**config.mk**
```make
export PLATFORM = sky130hd
export DESIGN_NAME = icmp_reply_classifier
export DESIGN_NICKNAME = d
export VERILOG_FILES = /design/src/icmp_rc_pkg.sv /design/src/icmp_reply_classifier.sv /design/src/icmp_rc_capture.sv /design/src/icmp_rc_verdict.sv
export SDC_FILE = /design/constraint.sdc
export NUM_CORES = 1
export LEC_CHECK = 0
export BUFFER_PORTS_ARGS = -buffer_cell sky130_fd_sc_hd__clkbuf_2
export CORE_MARGIN = 2
export CORE_UTILIZATION = 55
export DETAILED_ROUTE_END_ITERATION = 6
export GPL_ROUTABILITY_DRIVEN = 0
export PLACE_DENSITY = 0.83
export SETUP_SLACK_MARGIN = 0.1
export SLEW_MARGIN = 40
export SYNTH_ARGS = -nofsm -noshare
export SYNTH_HDL_FRONTEND = slang
export SYNTH_HIERARCHICAL = 1
export SYNTH_SLANG_ARGS = --single-unit
```
**constraint.sdc**
```tcl
create_clock -name clk -period 6.9 [get_ports clk]
set_input_delay 0.69 -clock clk [delete_from_list [all_inputs] [get_ports clk]]
set_output_delay 0.69 -clock clk [all_outputs]
set_load 0.01 [all_outputs]
```
**src/icmp_rc_pkg.sv**
```systemverilog
`default_nettype none

package icmp_rc_pkg;

  // packet size limit and derived counter widths
  localparam int MAX_PACKET_BYTES = 2048;
  localparam int CNT_W = $clog2(MAX_PACKET_BYTES + 1);
  // compare width: wide enough for the count and for offsets up to inner header + 8
  localparam int CMP_W = (CNT_W > 10) ? CNT_W : 10;

  typedef logic [CNT_W-1:0] count_t;
  typedef logic [CMP_W-1:0] cmp_t;

  // header layout
  localparam logic [3:0] IPV4_VERSION   = 4'd4;
  localparam int         IPV4_MIN_HDR   = 20;
  localparam int         IPV4_TTL_POS   = 8;
  localparam int         ICMP_HDR_BYTES = 8;
  localparam int         ICMP_SEQ_HI    = 6;
  localparam int         ICMP_SEQ_LO    = 7;

  // icmp types
  localparam logic [7:0] ICMP_TYPE_ECHO_REPLY = 8'd0;
  localparam logic [7:0] ICMP_ECHO_REQUEST    = 8'd8;
  localparam logic [7:0] ICMP_TIME_EXCEEDED   = 8'd11;
  // type seen when byte 0 looks like ipv4 but the packet is too short
  localparam logic [7:0] ICMP_TYPE_SHORT_IP   = 8'h40;

  localparam logic signed [8:0] NO_TTL = -9'sd1;

  // per packet parse state
  typedef struct packed {
    count_t      byte_count;
    logic        has_ip_header;
    logic [5:0]  icmp_start;
    logic [7:0]  outer_ttl;
    logic [7:0]  outer_type;
    logic [15:0] outer_seq;
    logic [7:0]  inner_icmp_start;
    logic [7:0]  inner_type;
    logic [15:0] inner_seq;
  } pkt_state_t;

  localparam pkt_state_t PKT_CLEAR = '0;

  typedef struct packed {
    logic [15:0] expected_sequence;
    logic        datagram_mode;
  } cfg_t;

  // configuration register map
  typedef logic [1:0] cfg_index_t;
  localparam cfg_index_t REG_EXPECTED_SEQUENCE = 2'd0;
  localparam cfg_index_t REG_DATAGRAM_MODE     = 2'd1;

endpackage

`default_nettype wire

```
**src/icmp_reply_classifier.sv**
```systemverilog
`default_nettype none
// path: a last byte passes through the input register and then into the verdict register
// throughput: one byte per cycle; a last byte waits only while the verdict register
//   is still full and stalled
// reset: synchronous, clears the parse state, the pipeline valids, and sets
//   expected_sequence to 0 and datagram_mode to 1

module icmp_reply_classifier (
  input  wire logic              clk,
  input  wire logic              rst,
  // byte channel
  input  wire logic              data_valid,
  output logic                   data_stall,
  input  wire logic [7:0]        data_byte,
  input  wire logic              last,
  // verdict channel
  output logic                   result_valid,
  input  wire logic              result_stall,
  output logic                   accepted,
  output logic                   echo_reply,
  output logic                   ttl_expired,
  output logic signed [8:0]      reply_ttl,
  // configuration write channel
  input  wire logic              cfg_valid,
  output logic                   cfg_ready,
  input  wire icmp_rc_pkg::cfg_index_t cfg_index,
  input  wire logic [15:0]       cfg_data
);
  import icmp_rc_pkg::*;

  // input register stage
  logic       s1_valid;
  logic [7:0] s1_byte;
  logic       s1_last;
  logic       s1_go;
  logic       take;

  cfg_t       cfg;
  pkt_state_t upd;

  // a non-last byte always moves on into the parse state; a last byte also
  // needs room in the verdict register (empty, or being taken this cycle)
  assign s1_go      = s1_valid && (!s1_last || !result_valid || !result_stall);
  assign take       = s1_go && s1_last;
  assign data_stall = s1_valid && !s1_go;

  always_ff @(posedge clk) begin
    if (rst) begin
      s1_valid <= 1'b0;
    end else if (data_valid && !data_stall) begin
      s1_valid <= 1'b1;
    end else if (s1_go) begin
      s1_valid <= 1'b0;
    end
  end

  // payload of the input stage, no reset needed
  always_ff @(posedge clk) begin
    if (data_valid && !data_stall) begin
      s1_byte <= data_byte;
      s1_last <= last;
    end
  end

  // configuration registers, always ready
  assign cfg_ready = 1'b1;

  always_ff @(posedge clk) begin
    if (rst) begin
      cfg.expected_sequence <= 16'd0;
      cfg.datagram_mode     <= 1'b1;
    end else if (cfg_valid && cfg_ready) begin
      case (cfg_index)
        REG_EXPECTED_SEQUENCE: cfg.expected_sequence <= cfg_data;
        REG_DATAGRAM_MODE:     cfg.datagram_mode     <= cfg_data[0];
        default: ;
      endcase
    end
  end

  // header field capture, one byte per cycle unless a last byte is stalled
  icmp_rc_capture u_capture (
    .clk       (clk),
    .rst       (rst),
    .go        (s1_go),
    .data_byte (s1_byte),
    .last      (s1_last),
    .upd       (upd)
  );

  // verdict from the state including the last byte, into the result register
  icmp_rc_verdict u_verdict (
    .clk          (clk),
    .rst          (rst),
    .take         (take),
    .st           (upd),
    .cfg          (cfg),
    .result_stall (result_stall),
    .result_valid (result_valid),
    .accepted     (accepted),
    .echo_reply   (echo_reply),
    .ttl_expired  (ttl_expired),
    .reply_ttl    (reply_ttl)
  );

  // a last byte facing a free verdict register produces a word next cycle
  a_last_gives_word: assert property (@(posedge clk) disable iff (rst)
    s1_valid && s1_last && !(result_valid && result_stall) |=> result_valid)
    else $error("last byte did not produce a verdict word");

endmodule

`default_nettype wire

```
**src/icmp_rc_capture.sv**
```systemverilog
`default_nettype none

module icmp_rc_capture (
  input  wire logic                    clk,
  input  wire logic                    rst,
  input  wire logic                    go,
  input  wire logic [7:0]              data_byte,
  input  wire logic                    last,
  output icmp_rc_pkg::pkt_state_t      upd
);
  import icmp_rc_pkg::*;

  pkt_state_t st;
  count_t     idx;
  cmp_t       idx_c;
  cmp_t       start_c;
  cmp_t       inner_ip_c;
  cmp_t       ics_c;
  logic       hi;
  logic [5:0] start;
  logic [7:0] inner_ip;
  logic [7:0] ics;

  // state with the current byte applied
  always_comb begin
    upd        = st;
    idx        = st.byte_count;
    idx_c      = cmp_t'(idx);
    hi         = st.has_ip_header;
    start      = st.icmp_start;
    inner_ip   = 8'({2'b00, start}) + 8'(ICMP_HDR_BYTES);
    ics        = st.inner_icmp_start;
    start_c    = '0;
    inner_ip_c = '0;
    ics_c      = '0;
    if (idx < count_t'(MAX_PACKET_BYTES)) begin
      if (idx == '0) begin
        hi    = (data_byte[7:4] == IPV4_VERSION);
        start = hi ? {data_byte[3:0], 2'b00} : 6'd0;
      end
      upd.has_ip_header = hi;
      upd.icmp_start    = start;
      start_c           = cmp_t'(start);
      if (hi && idx_c == cmp_t'(IPV4_TTL_POS)) begin
        upd.outer_ttl = data_byte;
      end
      if (idx_c == start_c) begin
        upd.outer_type = data_byte;
      end
      if (idx_c == start_c + cmp_t'(ICMP_SEQ_HI)) begin
        upd.outer_seq[15:8] = data_byte;
      end
      if (idx_c == start_c + cmp_t'(ICMP_SEQ_LO)) begin
        upd.outer_seq[7:0] = data_byte;
      end
      // quoted datagram follows the outer icmp header
      inner_ip   = 8'({2'b00, start}) + 8'(ICMP_HDR_BYTES);
      inner_ip_c = cmp_t'(inner_ip);
      if (idx_c >= inner_ip_c) begin
        if (idx_c == inner_ip_c) begin
          ics                  = inner_ip + {2'b00, data_byte[3:0], 2'b00};
          upd.inner_icmp_start = ics;
        end
        ics_c = cmp_t'(ics);
        if (idx_c == ics_c) begin
          upd.inner_type = data_byte;
        end
        if (idx_c == ics_c + cmp_t'(ICMP_SEQ_HI)) begin
          upd.inner_seq[15:8] = data_byte;
        end
        if (idx_c == ics_c + cmp_t'(ICMP_SEQ_LO)) begin
          upd.inner_seq[7:0] = data_byte;
        end
      end
      upd.byte_count = idx + count_t'(1);
    end
  end

  always_ff @(posedge clk) begin
    if (rst) begin
      st <= PKT_CLEAR;
    end else if (go) begin
      st <= last ? PKT_CLEAR : upd;
    end
  end

  a_count_sat: assert property (@(posedge clk) disable iff (rst)
    st.byte_count <= count_t'(MAX_PACKET_BYTES))
    else $error("byte count beyond packet limit");

  a_clear_after_last: assert property (@(posedge clk) disable iff (rst)
    go && last |=> st.byte_count == '0)
    else $error("parse state not cleared after verdict");

endmodule

`default_nettype wire

```
**src/icmp_rc_verdict.sv**
```systemverilog
`default_nettype none

module icmp_rc_verdict (
  input  wire logic                    clk,
  input  wire logic                    rst,
  input  wire logic                    take,
  input  wire icmp_rc_pkg::pkt_state_t st,
  input  wire icmp_rc_pkg::cfg_t       cfg,
  input  wire logic                    result_stall,
  output logic                         result_valid,
  output logic                         accepted,
  output logic                         echo_reply,
  output logic                         ttl_expired,
  output logic signed [8:0]            reply_ttl
);
  import icmp_rc_pkg::*;

  cmp_t              size;
  cmp_t              off;
  logic              ip;
  logic [7:0]        icmp_type;
  logic              hdr_ok;
  logic              trunc;
  logic              inner_ok;
  logic              echo_c;
  logic              ttlx_c;
  logic signed [8:0] rttl_c;

  always_comb begin
    size      = cmp_t'(st.byte_count);
    ip        = st.has_ip_header && (size >= cmp_t'(IPV4_MIN_HDR));
    off       = ip ? cmp_t'(st.icmp_start) : '0;
    rttl_c    = ip ? $signed({1'b0, st.outer_ttl}) : NO_TTL;
    icmp_type = (!ip && st.has_ip_header) ? ICMP_TYPE_SHORT_IP : st.outer_type;
    hdr_ok    = (off + cmp_t'(ICMP_HDR_BYTES)) <= size;
    // quote too short for an ipv4 header plus icmp header
    trunc     = (off + cmp_t'(ICMP_HDR_BYTES + IPV4_MIN_HDR + ICMP_HDR_BYTES)) > size;
    inner_ok  = ((cmp_t'(st.inner_icmp_start) + cmp_t'(ICMP_HDR_BYTES)) <= size)
                && (st.inner_type == ICMP_ECHO_REQUEST)
                && (st.inner_seq == cfg.expected_sequence);
    echo_c    = hdr_ok && (icmp_type == ICMP_TYPE_ECHO_REPLY)
                && (st.outer_seq == cfg.expected_sequence);
    ttlx_c    = hdr_ok && (icmp_type == ICMP_TIME_EXCEEDED)
                && (trunc ? cfg.datagram_mode : inner_ok);
  end

  always_ff @(posedge clk) begin
    if (rst) begin
      result_valid <= 1'b0;
    end else if (take) begin
      result_valid <= 1'b1;
    end else if (!result_stall) begin
      result_valid <= 1'b0;
    end
  end

  always_ff @(posedge clk) begin
    if (take) begin
      accepted    <= echo_c || ttlx_c;
      echo_reply  <= echo_c;
      ttl_expired <= ttlx_c;
      reply_ttl   <= rttl_c;
    end
  end

  a_kinds_exclusive: assert property (@(posedge clk) disable iff (rst)
    result_valid |-> !(echo_reply && ttl_expired))
    else $error("echo reply and ttl expiry both flagged");

  a_accept_kind: assert property (@(posedge clk) disable iff (rst)
    result_valid |-> (accepted == (echo_reply || ttl_expired)))
    else $error("accepted flag disagrees with verdict kind");

endmodule

`default_nettype wire
```
### Yosys cells after proc, flatten, opt, wreduce, memory -nomap -nowiden

Index checks and enable logic that the tools add are counted.

* add/sub/neg operators: 10
* magnitude comparators: 6
* eq/ne operators: 15
* mux-type cells: 26
* reductions and logical operators: 28

Operator list (count)
* $mux W83: 2
* $mux W8: 11
* $eq A12 B12 Y1: 4
* $eq A16 B16 Y1: 2
* $mux W32: 1
* $eq A12 B8 Y1: 2
* $le A12 B12 Y1: 2
* $mux W6: 4
* $add A8 B3 Y9 const B: 2
* $eq A8 B4 Y1 const B: 2
* $add A6 B3 Y7 const B: 2
* $logic_and A1 B1 Y1: 13
* $add A12 B1 Y12 const B: 1
* $add A12 B4 Y12 const B: 1
* $add A12 B6 Y12 const B: 1
* $eq A12 B4 Y1 const B: 1
* $eq A12 B6 Y1: 1
* $ge A12 B5 Y1 const B: 1
* $ge A12 B8 Y1: 1
* $gt A12 B12 Y1: 1
* $logic_not A12 Y1: 1
* $lt A12 B12 Y1 const B: 1
* $add A8 B4 Y9 const B: 1
* $mux W9: 1
* 12 further kinds: 26

* register bits after elaboration: 123

### Logic depth before layout (Yosys ltp)

Gate-level depths: netlist of run 1.

* depth after elaboration: 23
* depth in mapped cells: 30
* gate-level depth less buffers: 25

### Cells and area by module

The synthesis of run 1 kept the hierarchy.

Modules (own cells, without submodules)
* icmp_rc_capture: times used 1, cells each 710, area an instance 5923.2 µm², seq. area each 1661.6 µm²
* icmp_rc_verdict: times used 1, cells each 181, area an instance 1601.5 µm², seq. area each 380.4 µm²
* icmp_reply_classifier: times used 1, cells each 96, area an instance 1127.3 µm², seq. area each 630.6 µm²

### Worst setup path before layout of run 1

No wires, ideal clock.

* path type: reg2reg
* from: register u_capture.st (netlist bit u_capture/idx[0])
* to: register u_verdict.accepted (data pin)
* library setup time: 0.147 ns
* arrival time: 6.774 ns
* slack: -0.021 ns
* stages on the path, launching flop included: 29
* buffers on the path: 4
* path through: dfxtp_1 > clkbuf_1 > inv_1 > ha_1 > or3b_2 > clkbuf_1 > or3_1 > buf_2 > buf_1 > o21ai_0 > ha_1 > xnor2_1 > inv_1 > ha_1 > nand4b_1 > nor4_4 > mux2i_1 > xnor2_1 > or4_1 > a211oi_1 > o211ai_2 > nor2_8 > mux2_1 > xor2_1 > nor4_1 > nand3_1 > nor4_1 > a31oi_1 > o21bai_1

RTL lines
* start: declaration: RTL line icmp_rc_capture.sv:13 `pkt_state_t st;`
* start signal: assignment: RTL line icmp_rc_capture.sv:83 `st <= last ? PKT_CLEAR : upd;`
* end signal: assignment: RTL line icmp_rc_verdict.sv:59 `accepted <= echo_c || ttlx_c;`
* end: declaration: RTL line icmp_rc_verdict.sv:11 `output logic accepted,`

==> results.cfg, run 1 <==
[grt]
grt_max_degree = 96
globalRouteOverflowTotal = 0
grt_pass1_vias = 7801
grt_use_total_pct = 31.8
grt_pass1_wl_um = 41400
antenna_found_initial = 0

[cts]
path_clk_slew_ns = 0.06
tritoncts = done
cts_buffer_depth = 2
cts_buffers = 17
h-tree-depth = 4
cts_sinks = 123
clock_latency_ns = 0.43
clockRootBuffer = clkbuf_16

[critical_path]
crit_type = register to register
crit_fanout = 9
cp-start-kind = register
critPathTopFamily = simple AND/OR/NAND/NOR gates
end_kind = register
critPathSlowestCell = or4_1
critPathArrivalTime_ns = 6.90
worst_ep_required_time_ns = 7.19
max_stage_delay_ns = 0.59
path_buf_inv = 4
path_cells = inv_1 > ha_1 > or3b_2 > or3_4 > buf_4 > mux2i_2 > xnor2_1 > inv_1 > ha_1 > nand4b_1 > or4_4 > or4_1 > a22o_1 > or4b_1 > mux2i_2 > nor3_2 > nor2_8 > buf_4 > mux2_1 > xnor2_1 > nand4_1 > nor4_4 > a31oi_1 > o21bai_1

[route]
drt_iter0_markers = 1327
num_vias = 8334
firstDrtPassIters = 7
viasPerCell = 6.53
drt-total-wl_um = 26600
wire_per_inst_um = 20.8
drcViolationCount = 5
antenna_left = 0

[synthesis]
ys_seq_area_share_pct = 30.9
yosys.area.top_type = dfxtp_1
syn_area_per_cell_sq_um = 8.77
ys_ff_latch = 123
synth_enable_flop_cells = 21
yosys-top-cells-area = dfxtp_1 (24%), edfxtp_1 (7.3%), ha_1 (5.9%)
synth_warnings = 6
synthTopCellsByCount = dfxtp_1 (102), nor2_1 (62), nand2_1 (57)
synth_ff_type = dfxtp_1
yosysMostFrequentCell = dfxtp_1
ys_types = 80
ys_async_sr_fraction_pct = 0
synth_nets = 1061
synth_top_area_share_pct = 23.6
synth_cells = 987
syn-cell-area_sq_um = 8650

[cells_and_area]
nets = 1126
drive_gt1_share_pct = 20.2
final_util_pct = 65.2
syn2layout_area_growth_pct = 15.5
num_antenna_cells = 0
fin_cells = 1276

[sta]
fmax_mhz = 151
slew_headroom_pct = 42.3
worst_pin_slew_ns = 0.860
holdWs_ns = 0.434
timing.final.hold_violations = 0
setup_slack_ns = 0.285
drv_slew = 0
min_period_over_period_pct = 95.9
min_period_ns = 6.62
rsz0062_at_grt = false
setup_viol = 0
skew_ns = 0.0126

[hold_path]
hp-class = primary input to register

[die]
io_pins = 47
start_util_pct = 56.5
fp.dieH_um = 129
rows = 45
die_x_um = 129
design.core.area_sq_um = 15300
die_area_sq_um = 16800

[power]
peakVddDrop_v = 0.000280
power_uw = 1860
p_leak_uw = 0.00391
p_per_area_nw_per_um2 = 186

[placed_design]
io_buffer_count = 45
dp_cells = 1236
hpwlAfterDp_um = 18100
place_ws_ns = -0.0597

[run_status]
outcome = finished, violations left
violations = design-rule violations

[run]
maxCapViolCount = 0
[path summary, 6_finish.rpt]
kind | from | to | slack, ns | depth (start not counted)
max | u_capture/idx[0] | u_verdict/accepted | 0.28 | 24
min | data_byte[4] | s1_byte[4] | 0.43 | 1
max reg2reg | u_capture/idx[0] | u_verdict/accepted | 0.28 | 24
min reg2reg | u_capture/st[44] | u_capture/st[44] | 0.48 | 2
[cell type report]
cell class              instances  area (sq um)
clock buffers                  18           429
clock inverters                14           185
fillers                      1210          5330
inverters                      46           173
multi-input cells             766          5640
flip-flops and latches        123          2670
well taps                     211           264
repair buffers                 98           629
[power breakdown]
part | internal [uW] | switching, uW
registers | 739 | 11.2
clock network | 576 | 367
logic | 62.8 | 101
[placed cells by master (no fill, tap or decap), types with 43 or more instances in the layout]
master,n
dfxtp_1,102
nor2_1,61
nand2_1,57
nand2b_1,53
buf_4,53
xnor2_1,52
a21oi_1,46
clkbuf_2,44
inv_1,43
[through the flow]
step | setup TNS [ns] | cell area, sq um
CTS | 0 | 9890
detailed placement | -0.0971 | 9260
floorplan | 0 | 8660
global route | 0 | 9990
global placement | 0 | 9260
finish | 0 | 9990
[logic make-up after synthesis]
| kind of cell | after synthesis | synth area share [%] |
|---|---|---|
| mux | 91 | 11.8 |
| other cells | 1 | 0.0433 |
| flops | 123 | 30.9 |
| fa+ha+maj | 42 | 6.16 |
| xor+xnor | 68 | 6.88 |
| buf+inv | 98 | 4.70 |
| simple gates | 353 | 23.2 |
| compound gates | 211 | 16.3 |
[sequential cells by signal, summed over array words and instances (netlist names)]
register,count
u_verdict/ttl_expired,1
u_capture/idx,12
s1_last,1
u_verdict/reply_ttl,9
s1_valid,1
cfg,17
u_verdict/accepted,1
u_capture/st,71
s1_byte,8
u_verdict/result_valid,1
u_verdict/echo_reply,1
[what timing repair did]
item / 4_1_cts / 5_1_grt
pin swaps: 0 / 5
resized for setup: 2 / 9
setup endpoints to repair: 2 / 2
hold buffers: 0 / 0
setup buffers: 0 / 8
[per-layer routing]
layer	GRT usage [%]	wire length, um	vias to the layer above
li1	-	-	3713
met1	40.9	10500	3877
met2	49.8	11800	593
met3	8.22	2820	151
met4	15.5	1490	0
met5	0	0	-
Note: power is estimated with default switching activity, not from simulation.
==> run 2, diff against run 1 <==
CELL_PAD_IN_SITES_DETAIL_PLACEMENT = 1   (was unset)
CELL_PAD_IN_SITES_GLOBAL_PLACEMENT = 2   (was unset)
CORE_UTILIZATION = 35   (was 55)
PLACE_DENSITY = 0.84   (was 0.83)
==> run 2 against run 1 <==
Highest routed layer is now met5. Final cell count is 8.8% higher. Critical path type unchanged. The flow now finishes without violations. Clock power is 3.1% lower. Die area is 55% higher. Register-to-register slack worse by 0.04 ns. Final area is 2.4% higher. Global-route usage is 8.7 points lower. Sequential power hardly changed. Largest cell class unchanged.
==> results.cfg, run 2 (same netlist as run 1, synthesis figures left out) <==
[run_status]
outcome = completed

[cells_and_area]
multi_input_comb_area_sq_um = 5750
layout_commonest_cell = dfxtp_1
final-seq-area_sq_um = 2670
nFillCells = 2818
fin_area_sq_um = 10200
drive_gt1_share_pct = 21.2
largest_reg_flops = 71
nets = 1125
num_antenna_cells = 0
fin_cells = 1388
regMostFlops = u_capture/st
syn2layout_area_growth_pct = 18.3
final_util_pct = 42.1
final_cell_mix = dfxtp_1 (102), nor2_1 (61), nand2_1 (57)

[placed_design]
dp_cells = 1352
hpwlAfterDp_um = 21600
place_area_sq_um = 9420
io_buffer_count = 45

[route]
drt-total-wl_um = 30000
num_vias = 7875
antenna_left = 0
wire_per_inst_um = 21.6
firstDrtPassIters = 5
drt_iter0_markers = 625
drcViolationCount = 0
viasPerCell = 5.67

[die]
fp.dieH_um = 161
start_util_pct = 35.6
io_pins = 47
rows = 57
die_x_um = 161
design.core.area_sq_um = 24300
die_area_sq_um = 26000

[power]
p_per_area_nw_per_um2 = 179
peakVddDrop_v = 0.000153
p_leak_uw = 0.00392
power_uw = 1830

[grt]
grt_pass1_vias = 8139
antenna_found_initial = 1
grt_pass1_wl_um = 46300
grt_max_degree = 82
grt_use_total_pct = 23.1
globalRouteOverflowTotal = 0

[sta]
fmax_mhz = 150
setup_viol = 0
drv_slew = 0
worst_pin_slew_ns = 0.866
timing.final.hold_violations = 0
skew_ns = 0.0121
min_period_ns = 6.66
rsz0062_at_grt = false
min_period_over_period_pct = 96.5
slew_headroom_pct = 41.9
holdWs_ns = 0.430

[critical_path]
end_kind = register
critPathArrivalTime_ns = 6.93
crit_type = register to register
max_stage_delay_ns = 0.49
reg2reg_slack_ns = 0.24
worst_ep_required_time_ns = 7.17
critPathSlowestCell = or4_1
path_buf_inv = 5
cp-start-kind = register
crit_fanout = 12
critPathTopFamily = simple AND/OR/NAND/NOR gates

[cts]
clock_latency_ns = 0.43
path_clk_slew_ns = 0.07
h-tree-depth = 4
tritoncts = done
clockRootBuffer = clkbuf_16
cts_buffer_depth = 2
cts_buffers = 17
cts_sinks = 123

[run]
maxCapViolCount = 0

[hold_path]
hp-class = primary input to register
==> run 2: what timing repair did <==
action | CTS | global route
gates cloned | 0 | 0
resized for setup | 9 | 25
pin swaps | 1 | 8
setup endpoints to repair | 2 | 2
hold buffers | 0 | 0
setup buffers | 0 | 4
==> run 2: layout make-up <==
cell class                 count  share of cell area (%)
clock buffer                  17                    4.16
tap                          324                    3.96
sequential                   123                    26.1
timing repair buffer          97                    6.20
inverter                      46                    1.69
multi-input combinational    766                    56.2
clock inverter                15                    1.70
==> run 2: worst paths after layout <==
check / depth (start not counted) / endpoint / startpoint
hold / removal: 1 / s1_byte[2] / data_byte[2]
hold reg to reg: 2 / u_capture/st[32] / u_capture/st[32]
setup / recovery: 26 / u_verdict/accepted / u_capture/idx[1]
setup reg to reg: 26 / u_verdict/accepted / u_capture/idx[1]
==> run 2: power breakdown <==
part	internal, uW	total [uW]	switching, uW
Clock	516	914	398
Combinational	62.5	168	105
Sequential	739	751	12.1
==> run 2: metal layers <==
metal | vias up | track usage (%) | routed length, um
met5 | - | 0 | 9
met4 | 2 | 8.08 | 771
met3 | 55 | 4.52 | 1430
met2 | 174 | 39.8 | 14900
met1 | 3940 | 28.8 | 13000
li1 | 3704 | - | -
==> run 2: per-stage QoR <==
stage	setup TNS [ns]	setup WS [ns]
finish	0	0.242
global route	0	0.00227
CTS	0	0.193
detailed placement	-0.385	-0.217
global placement	0	0.102
floorplan	0	0.141
